==> src/rtl/core/tabular_q_learning_engine_core_macros.svh <==
// ----------------------------------------------------------------------------
// tabular q-learning engine core assertion macros
// assertion wrappers shared by the core rtl, empty when synthesizing
// ----------------------------------------------------------------------------
`ifndef TABULAR_Q_LEARNING_ENGINE_CORE_MACROS_SVH
`define TABULAR_Q_LEARNING_ENGINE_CORE_MACROS_SVH

`ifndef SYNTHESIS
`define TQLE_ASSERT_IMPLY(lbl, clk, rst, ante, cons, msg) \
   lbl: assert property (@(posedge clk) disable iff (rst) (ante) |-> (cons)) else $error(msg);
`define TQLE_ASSERT_NEXT(lbl, clk, rst, ante, cons, msg) \
   lbl: assert property (@(posedge clk) disable iff (rst) (ante) |=> (cons)) else $error(msg);
`else
`define TQLE_ASSERT_IMPLY(lbl, clk, rst, ante, cons, msg)
`define TQLE_ASSERT_NEXT(lbl, clk, rst, ante, cons, msg)
`endif

`endif

==> src/rtl/core/tqle_pkg.sv <==
// ----------------------------------------------------------------------------
// tqle_pkg
// shared types, codes and defaults of the tabular q-learning engine core
// ----------------------------------------------------------------------------
package tqle_pkg;

   localparam int MAX_STATES_DEF  = 256;
   localparam int MAX_ACTIONS_DEF = 8;
   localparam int VALUE_WIDTH_DEF = 32;

   localparam int MODE_W     = 2;
   localparam int STATE_W    = 8;
   localparam int ACTION_W   = 3;
   localparam int REWARD_W   = 32;
   localparam int FRAC_W     = 16;
   localparam int FRAC_DIGIT_W = 4;

   localparam int CSR_INDEX_W = 3;
   localparam int CSR_DATA_W  = 16;
   localparam int CFG_STATES_W  = 9;
   localparam int CFG_ACTIONS_W = 4;

   localparam logic [MODE_W-1:0] MODE_CLEAR  = 2'd0;
   localparam logic [MODE_W-1:0] MODE_CHOOSE = 2'd1;
   localparam logic [MODE_W-1:0] MODE_UPDATE = 2'd2;

   localparam logic [CSR_INDEX_W-1:0] CSR_NUM_STATES  = 3'd0;
   localparam logic [CSR_INDEX_W-1:0] CSR_NUM_ACTIONS = 3'd1;
   localparam logic [CSR_INDEX_W-1:0] CSR_TERMINAL    = 3'd2;
   localparam logic [CSR_INDEX_W-1:0] CSR_GAMMA       = 3'd3;
   localparam logic [CSR_INDEX_W-1:0] CSR_ALPHA       = 3'd4;
   localparam logic [CSR_INDEX_W-1:0] CSR_EPSILON     = 3'd5;

   localparam logic [CFG_STATES_W-1:0]  RST_NUM_STATES  = 9'd256;
   localparam logic [CFG_ACTIONS_W-1:0] RST_NUM_ACTIONS = 4'd8;
   localparam logic [STATE_W-1:0]       RST_TERMINAL    = 8'd0;
   localparam logic [FRAC_W-1:0]        RST_GAMMA       = 16'd58982;
   localparam logic [FRAC_W-1:0]        RST_ALPHA       = 16'd6554;
   localparam logic [FRAC_W-1:0]        RST_EPSILON     = 16'd6554;

   typedef struct packed {
      logic [MODE_W-1:0]          mode;
      logic [STATE_W-1:0]         current_state;
      logic [ACTION_W-1:0]        taken_action;
      logic signed [REWARD_W-1:0] reward;
      logic [STATE_W-1:0]         next_state;
      logic [FRAC_W-1:0]          explore_draw;
      logic [FRAC_W-1:0]          action_draw;
   } req_type;

   typedef struct packed {
      logic [ACTION_W-1:0] chosen_action;
      logic                was_exploration;
      logic                episode_done;
      logic                index_error;
   } rsp_type;

endpackage

==> src/rtl/core/tqle_fmul.sv <==
// ----------------------------------------------------------------------------
// tqle_fmul
// signed value times unsigned q0.16 fraction, floored, one digit per cycle
// ----------------------------------------------------------------------------
module tqle_fmul #(
   parameter int WIDTH = tqle_pkg::VALUE_WIDTH_DEF + 2
) (
   input  logic                             clock,
   input  logic                             reset,
   input  logic                             start,
   input  logic signed [WIDTH-1:0]          operand,
   input  logic [tqle_pkg::FRAC_W-1:0]      frac,
   output logic                             done,
   output logic signed [WIDTH-1:0]          result
);

   localparam int FW     = tqle_pkg::FRAC_W;
   localparam int DW     = tqle_pkg::FRAC_DIGIT_W;
   localparam int NDIG   = FW / DW;
   localparam int CNT_W  = (NDIG > 1) ? $clog2(NDIG) : 1;
   localparam int ACC_W  = WIDTH + FW + 1;

   logic                    run_ff;
   logic                    done_ff;
   logic [CNT_W-1:0]        cnt_ff;
   logic signed [WIDTH-1:0] op_ff;
   logic [FW-1:0]           frac_ff;
   logic signed [ACC_W-1:0] acc_ff;

   logic [DW-1:0]             digit;
   logic signed [WIDTH+DW:0]  partial;
   logic signed [ACC_W-1:0]   acc_in;

   always_comb begin
      digit   = frac_ff[FW-1 -: DW];
      partial = op_ff * $signed({1'b0, digit});
      acc_in  = (acc_ff <<< DW) + ACC_W'(partial);
   end

   always_ff @(posedge clock) begin
      if (reset) begin
         run_ff  <= 1'b0;
         done_ff <= 1'b0;
         cnt_ff  <= '0;
      end else begin
         done_ff <= 1'b0;
         if (start) begin
            run_ff <= 1'b1;
            cnt_ff <= '0;
         end else if (run_ff) begin
            cnt_ff <= cnt_ff + 1'b1;
            if (cnt_ff == CNT_W'(NDIG - 1)) begin
               run_ff  <= 1'b0;
               done_ff <= 1'b1;
            end
         end
      end
   end

   always_ff @(posedge clock) begin
      if (start) begin
         op_ff   <= operand;
         frac_ff <= frac;
         acc_ff  <= '0;
      end else if (run_ff) begin
         acc_ff  <= acc_in;
         frac_ff <= frac_ff << DW;
      end
   end

   assign done   = done_ff;
   assign result = acc_ff[WIDTH+FW-1:FW];

endmodule

==> config.mk <==
export PLATFORM = sky130hd
export DESIGN_NAME = tqle_fmul
export DESIGN_NICKNAME = d
export VERILOG_FILES = /design/src/rtl/core/tabular_q_learning_engine_core_macros.svh /design/src/rtl/core/tqle_pkg.sv /design/src/rtl/core/tqle_fmul.sv
export SDC_FILE = /design/constraint.sdc
export NUM_CORES = 1
export LEC_CHECK = 0
export BUFFER_PORTS_ARGS = -buffer_cell sky130_fd_sc_hd__buf_2
export CAP_MARGIN = 10
export CORE_MARGIN = 2
export CORE_UTILIZATION = 40
export CTS_CLUSTER_SIZE = 24
export DETAILED_ROUTE_END_ITERATION = 6
export MAX_ROUTING_LAYER = met4
export PLACE_DENSITY = 0.68
export SYNTH_ARGS = -nofsm -noshare
export SYNTH_HDL_FRONTEND = slang
export SYNTH_SLANG_ARGS = --single-unit
==> constraint.sdc <==
create_clock -name clock -period 12.57 [get_ports clock]
set_input_delay 1.257 -clock clock [delete_from_list [all_inputs] [get_ports clock]]
set_output_delay 1.257 -clock clock [all_outputs]
set_load 0.03 [all_outputs]
Yosys cells after proc, flatten, opt, wreduce, memory -nomap -nowiden
Index checks and enable logic that the tools add are counted.

Register bits after elaboration: 104. Input port bits: 53. Output and inout bits: 35. Word-level logic and storage cells: 20.

Add/sub/neg operators: 2. Multipliers: 1. Equal/unequal tests: 1. Muxes and demuxes: 6. Bitwise operators: 1. Reductions and logical operators: 3.

Operator list (count): 50-bit by 39-bit adder with 50-bit output (1); 34-bit by 5-bit multiplier with 39-bit output (1); 16-bit two-way mux (2); 1-bit two-way mux (4); 3-bit OR reduction (1); 2-bit by 1-bit adder with 2-bit output, second input constant (1); 2-bit == test, second input constant (1); 2-bit nonzero test (1); 2-bit OR reduction (1); 1-bit inverter (1).

Longest topological paths before layout
Depth in word-level cells: 4. Gate-level depth with buffers: 20. Depth with buffers taken out: 18.

Worst setup path before layout
Ideal clock, no wire load.

Kind: register to register. Start: register frac_ff[12]. End: register acc_ff[47]. Setup time: 0.074 ns. Arrival: 4.968 ns. Required time: 12.496 ns. Setup slack: 7.527 ns. Cell stages (with the launch flop): 21. Buffers on the path: 3. Clock period less this slack: 5.043 ns. Cells stage by stage: edfxtp_1 clkbuf_1 clkbuf_1 nand2_1 inv_1 fa_1 fa_1 inv_1 fa_1 inv_1 ha_1 clkbuf_1 nand2_1 o21ai_0 a21oi_1 o21ai_0 nand4_1 o2bb2ai_1 o221a_2 xor2_1 o21ai_0.

Word-level cells in the longest chain between the ends: 2.

RTL lines: start: declaration (line tqle_fmul.sv:27) `logic [FW-1:0] frac_ff;`; start signal: assignment (line tqle_fmul.sv:63) `frac_ff <= frac;`; start signal: assignment (line tqle_fmul.sv:67) `frac_ff <= frac_ff << DW;`; 34-bit by 5-bit multiplier with 39-bit output (line tqle_fmul.sv:36) `partial = op_ff * $signed({1'b0, digit});`; 50-bit by 39-bit adder with 50-bit output (line tqle_fmul.sv:37) `acc_in = (acc_ff <<< DW) + ACC_W'(partial);`; end signal: assignment (line tqle_fmul.sv:66) `acc_ff <= acc_in;`; end: declaration (line tqle_fmul.sv:28) `logic signed [ACC_W-1:0] acc_ff;`.

Every way passes these cells. A chain may end at the register's enable or synchronous reset.

Worst setup path after layout
Start: register frac_ff[13]. End: register acc_ff[46].

The elaborated chain is that of the path after synthesis.

==> results.sh <==
export IMPL_seq_area_mm2=0.00258
export IMPL_cts_made_buffers=9
export IMPL_crit_path_end_kind="flip-flop"
export IMPL_tritoncts="done"
export IMPL_r2r_start="frac_ff[13]"
export IMPL_drv_cap=0
export IMPL_gp_congestion=0.904
export IMPL_hold_viol=0
export IMPL_start_util=0.407
export IMPL_fmax_mhz=182
export IMPL_ctsResizeCount=0
export IMPL_synth_warning_count=0
export IMPL_dr_first_iter_drc_count=575
export IMPL_cts_setup_buffers=0
export IMPL_gr_total_overflow=0
export IMPL_synth_compound_area_frac=0.107
export IMPL_core_mm2=0.0278
export IMPL_crit_path_start="frac_ff[13]"
export IMPL_die_x_um=172
export IMPL_fin_cells=1661
export IMPL_hpwl_um=20600
export IMPL_cts_max_level=3
export IMPL_status="complete, no violations"
export IMPL_diodes=0
export IMPL_antenna_found_initial=1
export IMPL_area_delta_synth_final_pct=7.38
export IMPL_die_area_mm2=0.0296
export IMPL_avgViaCountPerCell=5.00
export IMPL_crit_buf_inv=5
export IMPL_worst_path_dominant_cell_family="adder cells"
export IMPL_holdCritPathClass="flip-flop to flip-flop"
export IMPL_synth_top_family_by_area="adder cells"
export IMPL_clk_insertion_delay_late_ns=0.38
export IMPL_path_clk_slew_ns=0.09
export IMPL_worstPathRequired_ns=12.86
export IMPL_arrival_ns=5.78
export IMPL_path_class="flip-flop to flip-flop"
export IMPL_synth_common_cells="254 x inv_1, 125 x fa_1, 104 x nand2_1"
export IMPL_tightest_slew_ns=1.11
export IMPL_nFillCells=2755
export IMPL_relSlewSlack=0.259
export IMPL_seq_area_frac_synth=0.229
export IMPL_synth_area_leaders="fa_1 22%, edfxtp_1 13%, ha_1 11%"
export IMPL_synth_fp_nets=1538
export IMPL_synth_edf_count=50
export IMPL_setup_viol=0
export IMPL_dr_pass1_iters=5
export IMPL_worstPathCellList="buf_4, and2_1, inv_1, fa_1, inv_1, fa_1, inv_1, fa_1, inv_1, ha_1, a21o_1, a21o_1, a21oi_1, nand3_1, o211ai_1, o21ai_1, xnor2_1, a211oi_1"
export IMPL_wl_per_cell_um=16.1
export IMPL_slew_viol_final=0
export IMPL_synthXorXnorAreaFrac=0.0326
export IMPL_multiInputGateArea_mm2=0.00731
export IMPL_cts_sinks=104
export IMPL_dp_cells=1645
export IMPL_ys_types=64
export IMPL_crit_path_frequent_cell="inv_1"
export IMPL_layout_worst_path_cycle_share=0.437
export IMPL_drive_gt1_frac=0.104
export IMPL_synth_mux_area_frac=0.0315
export IMPL_via_count=8309
export IMPL_synth_area_per_cell_um2=8.97
export IMPL_ant_nets=0
export IMPL_pin_count=88
export IMPL_synth_most_common_cell="inv_1"
export IMPL_synth_top_area_share=0.222
export IMPL_cts_root_buf="clkbuf_16"
export IMPL_slowest_stage="and2_1"
export IMPL_finalSetupTns_ns=0
export IMPL_synth_area_leader_cell="fa_1"
export IMPL_fin_crit_ns=5.49
export IMPL_whs_ns=0.467
export IMPL_ctsLongestPathBuffers=2
export IMPL_synth_area_mm2=0.0113
export IMPL_hold_path_startpoint="acc_ff[0]"
export IMPL_fin_nets=1557
export IMPL_rows=61
export IMPL_rsz0062_at_grt="no"
export IMPL_ys_ff_latch=104
export IMPL_skew_ns=0.0180
export IMPL_first_global_vias=8710
export IMPL_synth_fa_ha_area_frac=0.333
export IMPL_grt_pass1_wl_um=44700
export IMPL_grt_use_total=0.199
export IMPL_start_kind="flip-flop"
export IMPL_synthSimpleGateAreaFrac=0.142
export IMPL_die_h_um=172
export IMPL_portBuffers=87
export IMPL_postSynth_asyncResetShare=0
export IMPL_grt_max_degree=52
export IMPL_syn_inst=1259
export IMPL_ctsHoldBuffers=0
export IMPL_synth_ff_type="dfxtp_1"
export IMPL_max_stage_delay_ns=0.67
export IMPL_path_max_fanout=34
export IMPL_drt_wl_total_um=26700
export IMPL_drc=0
final timing paths:
path                endpoint  slack [ns]  cells past startpoint
setup / recovery  acc_ff[46]        7.08                     18
hold / removal     acc_ff[0]        0.47                      2
setup reg to reg  acc_ff[46]        7.08                     18
hold reg to reg    acc_ff[0]        0.47                      2
sequential cells by signal, indices dropped and copies added (netlist names):
| register | count |
|---|---|
| cnt_ff | 2 |
| frac_ff | 16 |
| run_ff | 1 |
| op_ff | 34 |
| done | 1 |
| acc_ff | 50 |
worst register-to-register path: cells and delay by family (launching register included):
kind	cells	cell delay [ns]
compound gates	6	1.41
xor+xnor	1	0.15
fa+ha+maj	4	1.95
buf+inv	5	0.79
flops	1	0.33
simple gates	2	0.80
logic make-up after synthesis:
logic type	count (synthesis)
muxes	34
DFF	104
and+or+nand+nor	329
adders and majority gates	226
buffers and inverters	339
AOI/OAI and AO/OA	185
xor gates and xnor gates	42
cells in the final DEF, fill, tap and decap left out, types with 3 or more instances in the layout:
cell / count
o21bai_1: 9
mux2_2: 12
a22o_1: 3
nand3_1: 13
nand2_1: 104
inv_1: 254
and2_1: 83
a21oi_1: 51
or2_2: 3
nand3b_1: 3
o21ai_0: 35
a211oi_1: 7
dfxtp_1: 53
a21o_1: 28
o21ai_1: 5
clkbuf_16: 9
a31oi_1: 3
o21a_1: 8
nor3_1: 13
and3_1: 7
xnor2_1: 32
xor2_1: 10
buf_2: 86
nand2b_1: 3
fa_1: 125
nor2b_1: 4
nand4_1: 16
buf_4: 6
o22ai_1: 5
edfxtp_1: 50
ha_1: 101
nor2_1: 70
o211ai_1: 4
mux2i_1: 22
layer usage:
metal / part of all wire / up-vias / global-route usage
li1: - / 4015 / -
met1: 0.45 / 4082 / 0.255
met2: 0.49 / 186 / 0.334
met3: 0.042 / 26 / 0.0286
met4: 0.017 / 0 / 0.0449
met5: 0 / - / -
stage by stage:
| step | area (um2) | utilization | worst slack (ns) |
|---|---|---|---|
| 6_report | 12100 | 0.436 | 7.08 |
| 5_1_grt | 12100 | 0.436 | 6.65 |
| 4_1_cts | 12100 | 0.436 | 7.06 |
| 3_5_place_dp | 11800 | 0.425 | 7.09 |
| 3_3_place_gp | 11800 | 0.425 | 7.19 |
| 2_1_floorplan | 11300 | - | 7.53 |
area by class of cell:
class	instances	area share
clock buffers	9	0.0186
well taps	378	0.0390
clock inverters	7	0.00825
flip-flops and latches	104	0.213
repair buffers	92	0.0392
inverters	255	0.0789
multi-input cells	816	0.603
Power is left out: the tool's default activity adds up to more than one toggle a clock period on the data nets, which glitch-free logic cannot reach.
